<file path="src/rtl/ppme_pkg.sv">
`timescale 1ns / 1ps
// ----------------------------------------------------------------------------
// ppme_pkg
// Types, micro-op codes and the control store of the perfect power exponent
// unit.
// ----------------------------------------------------------------------------
package ppme_pkg;

	localparam int EXP_W = 5;
	localparam int PC_W  = 4;

	typedef logic [PC_W-1:0] upc_t;

	// control store addresses
	localparam upc_t ADDR_LOAD       = 4'd0;
	localparam upc_t ADDR_START      = 4'd1;
	localparam upc_t ADDR_P_CHECK    = 4'd2;
	localparam upc_t ADDR_SKIP       = 4'd3;
	localparam upc_t ADDR_INIT_ROOT  = 4'd4;
	localparam upc_t ADDR_TRIAL      = 4'd5;
	localparam upc_t ADDR_MUL_LO     = 4'd6;
	localparam upc_t ADDR_MUL_HI     = 4'd7;
	localparam upc_t ADDR_ACCUM      = 4'd8;
	localparam upc_t ADDR_EVAL       = 4'd9;
	localparam upc_t ADDR_KEEP       = 4'd10;
	localparam upc_t ADDR_NEXT_K     = 4'd11;
	localparam upc_t ADDR_NEXT_P     = 4'd12;
	localparam upc_t ADDR_FOUND      = 4'd13;
	localparam upc_t ADDR_EMIT       = 4'd14;
	localparam upc_t ADDR_EMIT_RETRY = 4'd15;

	typedef enum logic [3:0] {
		OP_NOP,
		OP_LOAD,
		OP_START_P,
		OP_INIT_ROOT,
		OP_INIT_POW,
		OP_MUL_LO,
		OP_MUL_HI,
		OP_ACCUM,
		OP_KEEP_BIT,
		OP_DEC_K,
		OP_DEC_P,
		OP_SET_RES,
		OP_EMIT
	} uop_t;

	typedef enum logic [3:0] {
		C_NONE,
		C_ALWAYS,
		C_NO_INPUT,
		C_M_LT2,
		C_P_LT2,
		C_SKIP_P,
		C_CNT_ZERO,
		C_OVF,
		C_EXACT,
		C_K_NONZERO,
		C_OUT_FREE
	} ucond_t;

	typedef struct packed {
		uop_t   op;
		ucond_t cond;
		upc_t   target;
	} uword_t;

	// datapath flags seen by the sequencer
	typedef struct packed {
		logic m_lt2;
		logic p_lt2;
		logic skip_p;
		logic cnt_zero;
		logic ovf;
		logic exact;
		logic k_nonzero;
	} dp_status_t;

	// microprogram: next address is target when cond holds, else pc + 1
	function automatic uword_t ucode_rom(input upc_t pc);
		uword_t w;
		w = '{op: OP_NOP, cond: C_ALWAYS, target: ADDR_LOAD};
		unique case (pc)
			ADDR_LOAD:       w = '{op: OP_LOAD,      cond: C_NO_INPUT,  target: ADDR_LOAD};
			ADDR_START:      w = '{op: OP_START_P,   cond: C_M_LT2,     target: ADDR_EMIT};
			ADDR_P_CHECK:    w = '{op: OP_NOP,       cond: C_P_LT2,     target: ADDR_EMIT};
			ADDR_SKIP:       w = '{op: OP_NOP,       cond: C_SKIP_P,    target: ADDR_NEXT_P};
			ADDR_INIT_ROOT:  w = '{op: OP_INIT_ROOT, cond: C_NONE,      target: ADDR_LOAD};
			ADDR_TRIAL:      w = '{op: OP_INIT_POW,  cond: C_NONE,      target: ADDR_LOAD};
			ADDR_MUL_LO:     w = '{op: OP_MUL_LO,    cond: C_CNT_ZERO,  target: ADDR_EVAL};
			ADDR_MUL_HI:     w = '{op: OP_MUL_HI,    cond: C_NONE,      target: ADDR_LOAD};
			ADDR_ACCUM:      w = '{op: OP_ACCUM,     cond: C_ALWAYS,    target: ADDR_MUL_LO};
			ADDR_EVAL:       w = '{op: OP_NOP,       cond: C_OVF,       target: ADDR_NEXT_K};
			ADDR_KEEP:       w = '{op: OP_KEEP_BIT,  cond: C_EXACT,     target: ADDR_FOUND};
			ADDR_NEXT_K:     w = '{op: OP_DEC_K,     cond: C_K_NONZERO, target: ADDR_TRIAL};
			ADDR_NEXT_P:     w = '{op: OP_DEC_P,     cond: C_ALWAYS,    target: ADDR_P_CHECK};
			ADDR_FOUND:      w = '{op: OP_SET_RES,   cond: C_NONE,      target: ADDR_LOAD};
			ADDR_EMIT:       w = '{op: OP_EMIT,      cond: C_OUT_FREE,  target: ADDR_LOAD};
			ADDR_EMIT_RETRY: w = '{op: OP_NOP,       cond: C_ALWAYS,    target: ADDR_EMIT};
			default:         w = '{op: OP_NOP,       cond: C_ALWAYS,    target: ADDR_LOAD};
		endcase
		return w;
	endfunction

endpackage

</file>
<file path="src/rtl/ppme_datapath.sv">
`timescale 1ns / 1ps
// ----------------------------------------------------------------------------
// ppme_datapath
// Magnitude, exponent and root registers with one shared multiplier, driven
// by one micro-op per cycle.
// ----------------------------------------------------------------------------
module ppme_datapath
	import ppme_pkg::*;
#(
	parameter int VALUE_BITS = 32
) (
	input  logic                  clk,
	input  uop_t                  op,
	input  logic [VALUE_BITS-1:0] value,
	output dp_status_t            status,
	output logic [EXP_W-1:0]      res
);

	// root of any p >= 2 fits in half the width, rounded up
	localparam int H     = (VALUE_BITS + 1) / 2;
	localparam int HI_W  = VALUE_BITS - H;
	localparam int KW    = $clog2(H);
	localparam int PW    = $clog2(VALUE_BITS + 1);
	localparam int SUM_W = VALUE_BITS + H + 1;

	logic [VALUE_BITS-1:0] m_q;
	logic                  neg_q;
	logic [PW-1:0]         p_q;
	logic [PW-1:0]         cnt_q;
	logic [KW-1:0]         k_q;
	logic [H-1:0]          root_q;
	logic [VALUE_BITS-1:0] acc_q;
	logic [2*H-1:0]        lo_q;
	logic [VALUE_BITS-1:0] hi_q;
	logic                  ovf_q;
	logic [EXP_W-1:0]      res_q;

	logic [H-1:0]     cand;
	logic [H-1:0]     mul_a;
	logic [2*H-1:0]   mul_p;
	logic [SUM_W-1:0] sum;
	logic             exceed;

	assign cand   = root_q | (H'(1) << k_q);
	assign mul_a  = (op == OP_MUL_HI) ? H'(acc_q[VALUE_BITS-1:H]) : acc_q[H-1:0];
	assign mul_p  = mul_a * cand;
	// acc * cand rebuilt from its two partial products
	assign sum    = {1'b0, hi_q, {H{1'b0}}} + SUM_W'(lo_q);
	assign exceed = sum > SUM_W'(m_q);

	always_ff @(posedge clk) begin
		unique case (op)
			OP_LOAD: begin
				neg_q <= value[VALUE_BITS-1];
				m_q   <= value[VALUE_BITS-1] ? (~value + VALUE_BITS'(1)) : value;
				res_q <= EXP_W'(1);
			end
			OP_START_P: begin
				p_q <= PW'(VALUE_BITS);
			end
			OP_INIT_ROOT: begin
				root_q <= '0;
				k_q    <= KW'(H - 1);
			end
			OP_INIT_POW: begin
				acc_q <= VALUE_BITS'(1);
				cnt_q <= p_q;
				ovf_q <= 1'b0;
			end
			OP_MUL_LO: begin
				lo_q <= mul_p;
			end
			OP_MUL_HI: begin
				hi_q <= VALUE_BITS'(mul_p);
			end
			OP_ACCUM: begin
				if (exceed) begin
					ovf_q <= 1'b1;
					cnt_q <= '0;
				end else begin
					acc_q <= sum[VALUE_BITS-1:0];
					cnt_q <= cnt_q - PW'(1);
				end
			end
			OP_KEEP_BIT: begin
				root_q <= cand;
			end
			OP_DEC_K: begin
				k_q <= k_q - KW'(1);
			end
			OP_DEC_P: begin
				p_q <= p_q - PW'(1);
			end
			OP_SET_RES: begin
				res_q <= EXP_W'(p_q);
			end
			default: begin
			end
		endcase
	end

	assign status.m_lt2     = m_q < VALUE_BITS'(2);
	assign status.p_lt2     = p_q < PW'(2);
	assign status.skip_p    = neg_q & ~p_q[0];
	assign status.cnt_zero  = cnt_q == '0;
	assign status.ovf       = ovf_q;
	assign status.exact     = acc_q == m_q;
	assign status.k_nonzero = k_q != '0;
	assign res              = res_q;

	// upper half of acc is never wider than the multiplier operand
	localparam bit HI_FITS = HI_W <= H;
	if (!HI_FITS) begin : g_bad_width
		$error("ppme_datapath: bad width split");
	end

endmodule

</file>
<file path="src/rtl/perfect_power_max_exponent_unit.sv">
`timescale 1ns / 1ps
// ----------------------------------------------------------------------------
// perfect_power_max_exponent_unit
// Largest p with value == b^p for an integer |b| >= 2, 1 if there is none;
// negative values only take odd p. Microcoded sequencer over a shared
// multiplier.
// ----------------------------------------------------------------------------
//  channel  valid      stall      payload
//  input    in_valid   in_stall   value     [VALUE_BITS-1:0], signed
//  output   out_valid  out_stall  exponent  [4:0]
//
//  p runs from VALUE_BITS down to 2; each p takes a bitwise root search of
//  H = ceil(VALUE_BITS/2) trials, each trial up to p multiply steps (low
//  product, high product, accumulate) on the one HxH multiplier; magnitudes
//  below 2 skip the search.
//  Reset clears the sequencer and the output valid flag; nothing else is held.
//  A new item is taken only at the load step; the result waits in the output
//  register while the next item is taken.
// ----------------------------------------------------------------------------
module perfect_power_max_exponent_unit
	import ppme_pkg::*;
#(
	parameter int VALUE_BITS = 32
) (
	input  logic                  clk,
	input  logic                  arst_n,
	input  logic                  in_valid,
	output logic                  in_stall,
	input  logic [VALUE_BITS-1:0] value,
	output logic                  out_valid,
	input  logic                  out_stall,
	output logic [EXP_W-1:0]      exponent
);

	upc_t             pc_q;
	logic             out_valid_q;
	logic [EXP_W-1:0] exponent_q;

	uword_t           uw;
	dp_status_t       st;
	logic [EXP_W-1:0] res;
	logic             out_free;
	logic             take;

	assign uw       = ucode_rom(pc_q);
	assign out_free = ~out_valid_q | ~out_stall;

	ppme_datapath #(
		.VALUE_BITS(VALUE_BITS)
	) u_dp (
		.clk   (clk),
		.op    (uw.op),
		.value (value),
		.status(st),
		.res   (res)
	);

	always_comb begin
		unique case (uw.cond)
			C_NONE:      take = 1'b0;
			C_ALWAYS:    take = 1'b1;
			C_NO_INPUT:  take = ~in_valid;
			C_M_LT2:     take = st.m_lt2;
			C_P_LT2:     take = st.p_lt2;
			C_SKIP_P:    take = st.skip_p;
			C_CNT_ZERO:  take = st.cnt_zero;
			C_OVF:       take = st.ovf;
			C_EXACT:     take = st.exact;
			C_K_NONZERO: take = st.k_nonzero;
			C_OUT_FREE:  take = out_free;
			default:     take = 1'b0;
		endcase
	end

	always_ff @(posedge clk or negedge arst_n) begin
		if (!arst_n) begin
			pc_q        <= ADDR_LOAD;
			out_valid_q <= 1'b0;
		end else begin
			pc_q <= take ? uw.target : pc_q + upc_t'(1);
			if (uw.op == OP_EMIT && out_free) begin
				out_valid_q <= 1'b1;
			end else if (out_valid_q && !out_stall) begin
				out_valid_q <= 1'b0;
			end
		end
	end

	// result register, no reset needed
	always_ff @(posedge clk) begin
		if (uw.op == OP_EMIT && out_free) begin
			exponent_q <= res;
		end
	end

	assign in_stall  = pc_q != ADDR_LOAD;
	assign out_valid = out_valid_q;
	assign exponent  = exponent_q;

`ifndef ASSERT_OFF
	// a new result only appears out of the emit step
	a_emit_src: assert property (@(posedge clk) disable iff (!arst_n)
		$rose(out_valid) |-> $past(pc_q) == ADDR_EMIT)
		else $error("result appeared outside the emit step");

	// an input transfer always starts a new search
	a_start: assert property (@(posedge clk) disable iff (!arst_n)
		(in_valid && !in_stall) |=> pc_q == ADDR_START)
		else $error("input transfer did not start a search");

	// exponent is never zero
	a_exp_nz: assert property (@(posedge clk) disable iff (!arst_n)
		out_valid |-> exponent != '0)
		else $error("zero exponent on output");

	// the emit step never overwrites a result that is still held
	a_no_drop: assert property (@(posedge clk) disable iff (!arst_n)
		(out_valid && out_stall) |=> $stable(exponent))
		else $error("held result overwritten");
`endif

endmodule

</file>
<file path="config.mk">
export PLATFORM = sky130hd
export DESIGN_NAME = perfect_power_max_exponent_unit
export DESIGN_NICKNAME = d
export VERILOG_FILES = /design/src/rtl/ppme_pkg.sv /design/src/rtl/ppme_datapath.sv /design/src/rtl/perfect_power_max_exponent_unit.sv
export SDC_FILE = /design/constraint.sdc
export NUM_CORES = 1
export LEC_CHECK = 0
export ABC_CLOCK_PERIOD_IN_PS = 8230
export CAP_MARGIN = 20
export CORE_ASPECT_RATIO = 0.5
export CORE_UTILIZATION = 45
export CTS_BUF_LIST = sky130_fd_sc_hd__clkbuf_4 sky130_fd_sc_hd__clkbuf_8
export DETAILED_ROUTE_END_ITERATION = 10
export DONT_BUFFER_PORTS = 1
export SLEW_MARGIN = 30
export SYNTH_ARGS = -nofsm -noshare
export SYNTH_HDL_FRONTEND = slang
export SYNTH_SLANG_ARGS = --single-unit
</file>
<file path="constraint.sdc">
create_clock -name clk -period 8.23 [get_ports clk]
set_input_delay 0.823 -clock clk [delete_from_list [all_inputs] [get_ports clk]]
set_output_delay 0.823 -clock clk [all_outputs]
set_load 0.01 [all_outputs]
</file>
==> impl_metrics.yaml, run 1 <==
run_status:
  status: "completed"
sta:
  setup_violations: 0
  timing.final.ws_setup_ps: 220.8
  whs_ps: 407.2
  tightestPinTransition_ps: 914.9
  fin_crit_ps: 8009
  tns_ps: 0
  finalClockSkew_ps: 22.56
  period_share_pct: 97.32
  final-max-slew-violation-count: 0
  slew_headroom_pct: 39.01
  hold_viol_final: 0
  fmax_ghz: 0.1249
grt:
  grt_use_total_pct: 26.28
  grt_first_pass_wirelength_um: 82550
  grt_max_degree: 35
  grt-ovfl-total: 0
  antenna_found_initial: 0
  grt_pass1_vias: 13980
die:
  die_h_um: 145.0
  io_pins: 43
  die_area_um2: 41770
  rows: 51
  fp.coreArea_um2: 39630
  start_util_pct: 46.46
  die_w_um: 288.0
final_layout:
  syn_to_final_growth_pct: 10.93
  drive_gt1_share_pct: 10.08
  n_fill_cell: 3660
  final_nets: 2377
  utilization_pct: 51.54
placed_design:
  gp_congestion: 0.9814
  dp_slack_ps: 11.76
  post-dp-hpwl_um: 42790
  io_buffer_count: 0
synthesis:
  yosys-top-cells-area: "edfxtp_1 (28%), fa_1 (21%), ha_1 (11%), inv_1 (6.0%), nand2_1 (5.3%)"
  netlist_area_um2: 18410
  yosysSeqAreaShare_pct: 28.73
  yosysUniqueCellTypes: 69
  synth.avg_cell_area_um2: 9.599
  synth_edf_count: 172
  syn-num-nets: 2314
  yosysMostFrequentCell: "inv_1"
  yosysTopAreaCellShare_pct: 28.05
  async_flop_share_pct: 2.825
  synth_flop_cell: "edfxtp_1"
  synth_top_cell_by_area: "edfxtp_1"
  synthCells: 1918
  yosys_warnings: 0
  synth_top_cells_by_count: "inv_1 (294), nand2_1 (260), fa_1 (195)"
  ys_ff_latch: 177
detailed_routing:
  wirelength_um: 53040
  drt_iter0_markers: 1277
  vias: 14060
  ant_nets: 0
  drt_pass1_iterations: 7
  route.detailed.drc: 0
  wl_per_cell_um: 21.01
  route.detailed.vias_per_inst: 5.568
cts:
  numCtsBuffers: 17
  cts_buffer_depth: 2
  clkSlewWorstSetupHoldPaths_ps: 110
  clock-root-buffer: "clkbuf_8"
  cts.sinks: 177
  htree_levels: 4
  tritoncts: "done"
  clk_latency_ps: 510
setup_path:
  cp.depth: 30
  cpMostUsedCell: "fa_1"
  cp_slowest_stage_delay_ps: 630
  critPathLaunchType: "flip-flop"
  arrival_ps: 8240
  crit_buf_inv: 8
  reg2reg_depth: 30
  cp_max_fo: 8
  cp_top_family: "adder cells"
  critPathRequiredTime_ps: 8460
  cp-end-kind: "flip-flop"
  cpMaxStageDelayCell: "fa_1"
  critPathKind: "flip-flop to flip-flop"
power_and_ir_drop:
  power_switching_mw: 0.4183
  leakage_nw: 9.175
  clockPowerShare_pct: 39.3
  peakVddDrop_mv: 0.1037
  p_sw_share_pct: 25.40
  intPower_mw: 1.229
  comb_power_share_pct: 1.4
  power_density_nw_per_um2: 80.65
  pwr-share-seq_pct: 59.3
  finalPower_mw: 1.647
worst_hold_path:
  hold_depth: 0
  min_path_type: "input port to flip-flop"
run:
  maxCapViolations: 0
==> final cells by class <==
class / count / area, µm² / area share [%]
tap: 530 / 663.1 / 3.247
sequential: 177 / 5290 / 25.90
multi-input combinational: 1391 / 12090 / 59.18
timing repair buffer: 99 / 837.1 / 4.099
antenna: 1 / 2.502 / 0.01225
clock buffer: 17 / 234.0 / 1.146
inverter: 295 / 1115 / 5.459
clock inverter: 15 / 195.2 / 0.9557
==> metrics by stage <==
step | instances | instance area, µm²
floorplan | 1918 | 18450
global placement | 2473 | 19530
detailed placement | 2473 | 19530
CTS | 2506 | 19990
global route | 2524 | 20420
finish | 2525 | 20420
==> routing by layer <==
layer / vias up / share of wire, % / track usage (%)
met5: - / 0.13 / 0
met4: 2 / 1.9 / 6.429
met3: 60 / 11 / 9.198
met2: 609 / 41 / 36.18
met1: 6900 / 45 / 39.00
li1: 6489 / - / -
==> kinds of logic after synthesis <==
family	synth area share (%)
fa+ha+maj	32.42
buf+inv	7.170
flops	28.73
mux	1.271
compound gates	8.794
xor+xnor	5.423
simple gates	16.19
==> worst paths after layout <==
kind / startpoint / to / slack [ps]
worst max-delay path: pc_q[0]$_DFF_PN0_ / u_dp.hi_q[31]$_DFFE_PP_ / 220
worst min-delay path: value[0] / u_dp.m_q[0]$_DFFE_PP_ / 410
worst max register to register: pc_q[0]$_DFF_PN0_ / u_dp.hi_q[31]$_DFFE_PP_ / 220
worst min register to register: u_dp.res[1]$_SDFFCE_PN0P_ / exponent[1]$_DFFE_PP_ / 430
max in group asynchronous: arst_n / pc_q[0]$_DFF_PN0_ / 7400
min in group asynchronous: arst_n / out_valid$_DFFE_PN0P_ / 600
==> flip-flops by register name (all words and copies together), names as in the netlist, 5 cells and up <==
signal       count
exponent         5
u_dp.acc_q      32
u_dp.cnt_q       6
u_dp.hi_q       32
u_dp.lo_q       32
u_dp.m_q        32
u_dp.p_q         6
u_dp.res         5
u_dp.root_q     16
==> power by group through the flow <==
stage,sequential [mW],combinational [mW],clock [mW]
after floorplan,0.998,0.0210,0
after global placement,0.998,0.0217,0
after detailed placement,0.998,0.0224,0
after CTS,0.977,0.0233,0.664
after global routing,0.977,0.0259,0.697
final,0.977,0.0229,0.647
==> cells in the final DEF, fill, tap and decap left out, types with 6 or more instances in the layout <==
master	count
inv_1	293
nand2_1	250
fa_1	195
nor2_1	186
edfxtp_1	172
ha_1	162
buf_4	87
xnor2_1	63
a21oi_1	59
xor2_1	51
and2_1	42
o21ai_0	41
nand3_1	31
nor4_1	24
a21o_1	22
nand2b_1	20
nor3_1	18
nand4_1	17
clkbuf_8	17
o21a_1	15
o31ai_1	14
a31oi_1	13
mux2i_4	11
nor2b_1	10
mux2i_1	8
o22ai_1	8
a211oi_1	8
nand2_2	7
a31o_2	6
o21bai_1	6
clkinv_8	6
==> repair_timing <==
action / in CTS / in global routing
hold buffers: 1 / 0
hold endpoints to repair: 5 / 0
pin swaps: 0 / 22
gates cloned: 0 / 5
setup endpoints to repair: 4 / 20
buffers inserted: 0 / 13
gates resized for setup: 5 / 53
Power figures use the tool's default switching activity.
==> inputs of run 2 (changes only) <==
ABC_CLOCK_PERIOD_IN_PS = 7400   (was 8230)
clock period = 7.4 ns   (was 8.23 ns; I/O delays follow)
==> run 2 against run 1 <==
- the flow now finishes with violations (setup timing)
- sequential power rose by 12%
- final cell count increased by 4.0%
- total power rose by 14%
- fmax increased by 4.1%
- clock power is 18% higher
- worst setup slack worse by 510 ps
- count of clock-buffer cells in the layout is the same
- clock skew up 12 ps
- first-iteration DRC count fell by 3.4%
- largest power group unchanged
- highest routed layer unchanged
==> impl_metrics.yaml, run 2 (synthesis results as in run 1) <==
die:
  die_w_um: 288.0
  io_pins: 43
  start_util_pct: 46.46
  fp.coreArea_um2: 39630
  die_h_um: 145.0
  die_area_um2: 41770
  rows: 51
setup_path:
  reg2reg_depth: 27
  cp_max_fo: 6
  r2r_end: "u_dp.hi_q[31]$_DFFE_PP_"
  critPathKind: "flip-flop to flip-flop"
  critPathRequiredTime_ps: 7650
  arrival_ps: 7940
  crit_path_start: "pc_q[1]$_DFF_PN0_"
  cp_slowest_stage_delay_ps: 620
  reg2reg_slack_ps: -290
  critPathLaunchType: "flip-flop"
  r2r_start: "pc_q[1]$_DFF_PN0_"
  cpMaxStageDelayCell: "fa_2"
  cp-end-kind: "flip-flop"
grt:
  grt_first_pass_wirelength_um: 84770
  grt-ovfl-total: 0
  grt_pass1_vias: 14390
  grt_use_total_pct: 27.30
  antenna_found_initial: 0
  grt_max_degree: 35
sta:
  timing.final.ws_setup_ps: -291.2
  slew_headroom_pct: 37.58
  finalClockSkew_ps: 34.16
  hold_viol_final: 0
  period_share_pct: 103.9
  final-max-slew-violation-count: 0
  tightestPinTransition_ps: 936.3
  setup_violations: 22
  fin_crit_ps: 7691
  fmax_ghz: 0.1300
  rsz0062_at_grt: "yes"
detailed_routing:
  route.detailed.vias_per_inst: 5.472
  route.detailed.drc: 0
  vias: 14380
  drt_iter0_markers: 1233
  wl_per_cell_um: 20.76
  wirelength_um: 54550
  ant_nets: 0
  drt_pass1_iterations: 7
final_layout:
  n_fill_cell: 3480
  instances_no_fill: 2627
  utilization_pct: 55.72
  syn_to_final_growth_pct: 19.94
  drive_gt1_share_pct: 20.79
  antenna_cells: 0
  final_nets: 2480
  mostFrequentLayoutCells: "inv_1 (275), nand2_1 (219), fa_1 (177), buf_4 (176), edfxtp_1 (172)"
  final_common_cell: "inv_1"
run:
  maxCapViolations: 0
placed_design:
  placed_cells: 2561
  io_buffer_count: 0
  post-dp-hpwl_um: 44000
  dp_slack_ps: -428.2
  gp_congestion: 0.9714
cts:
  cts_buffer_depth: 2
  cts.sinks: 177
  clock-root-buffer: "clkbuf_8"
  htree_levels: 4
  clkSlewWorstSetupHoldPaths_ps: 120
  tritoncts: "done"
  numCtsBuffers: 17
  clk_latency_ps: 530
worst_hold_path:
  hold_depth: 0
  min_to: "u_dp.m_q[0]$_DFFE_PP_"
  holdCritStartpoint: "value[0]"
  min_path_type: "input port to flip-flop"
power_and_ir_drop:
  power_density_nw_per_um2: 84.97
  finalPower_mw: 1.876
  leakage_nw: 9.953
  peakVddDrop_mv: 0.1012
run_status:
  status: "finished with violations"
  violations: "setup timing"
## run 2: per-layer routing
layer / routed length [µm] / global-route usage [%] / up-vias
met1: 24850 / 40.46 / 7019
met2: 22100 / 37.30 / 612
met5: 197 / 3.452 / -
li1: - / - / 6694
met4: 903 / 5.608 / 2
met3: 6499 / 10.16 / 48
## run 2: critical path: cells and delay by family (launching register included)
family                     cells  cell delay, ps
buffers and inverters          6             510
AOI/OAI and AO/OA              5             990
xor gates and xnor gates       1             150
adders and majority gates      8            3800
and+or+nand+nor                6            1030
DFF                            1             420
muxes                          1             490
## run 2: repair_timing
item | CTS | global route
pin swaps | 46 | 32
hold buffers | 1 | 0
setup buffers | 27 | 9
resized for setup | 103 | 55
setup endpoints to repair | 26 | 36
hold endpoints to repair | 5 | 0
gates cloned | 3 | 0
## run 2: worst max path at each step
stage                              endpoint  slack (ps)
floorplan           u_dp.hi_q[31]$_DFFE_PP_        -130
global placement    u_dp.hi_q[31]$_DFFE_PP_        -390
detailed placement  u_dp.hi_q[31]$_DFFE_PP_        -430
CTS                 u_dp.hi_q[31]$_DFFE_PP_        -230
global route        u_dp.hi_q[31]$_DFFE_PP_        -540
finish              u_dp.hi_q[31]$_DFFE_PP_        -290
## run 2: cell type report
class | count | area [µm²] | area share (%)
multi-input cells | 1392 | 12910 | 58.48
well taps | 530 | 663.1 | 3.003
clock buffers | 17 | 234.0 | 1.060
inverters | 295 | 1125 | 5.094
clock inverters | 15 | 185.2 | 0.8386
flip-flops and latches | 177 | 5293 | 23.97
repair buffers | 200 | 1659 | 7.514
repair inverters | 1 | 8.758 | 0.03966
## run 2: per-stage QoR
| stage | setup TNS [ps] | hold slack, ps | area, µm² |
|---|---|---|---|
| 2_1_floorplan | -411.5 | 400.3 | 19000 |
| 3_3_place_gp | -5408 | 406.2 | 20700 |
| 3_5_place_dp | -5606 | 405.4 | 20700 |
| 4_1_cts | -2785 | 285.2 | 21800 |
| 5_1_grt | -10450 | 286.4 | 22080 |
| 6_report | -4046 | 306.4 | 22080 |
## run 2: where the power goes
group,switching [mW],internal (mW),leakage [nW],total [mW]
sequential,0.0000000000000000357,1.09,1.67,1.09
clock,0.474,0.290,0.211,0.765
combinational,0.00965,0.0152,8.07,0.0249
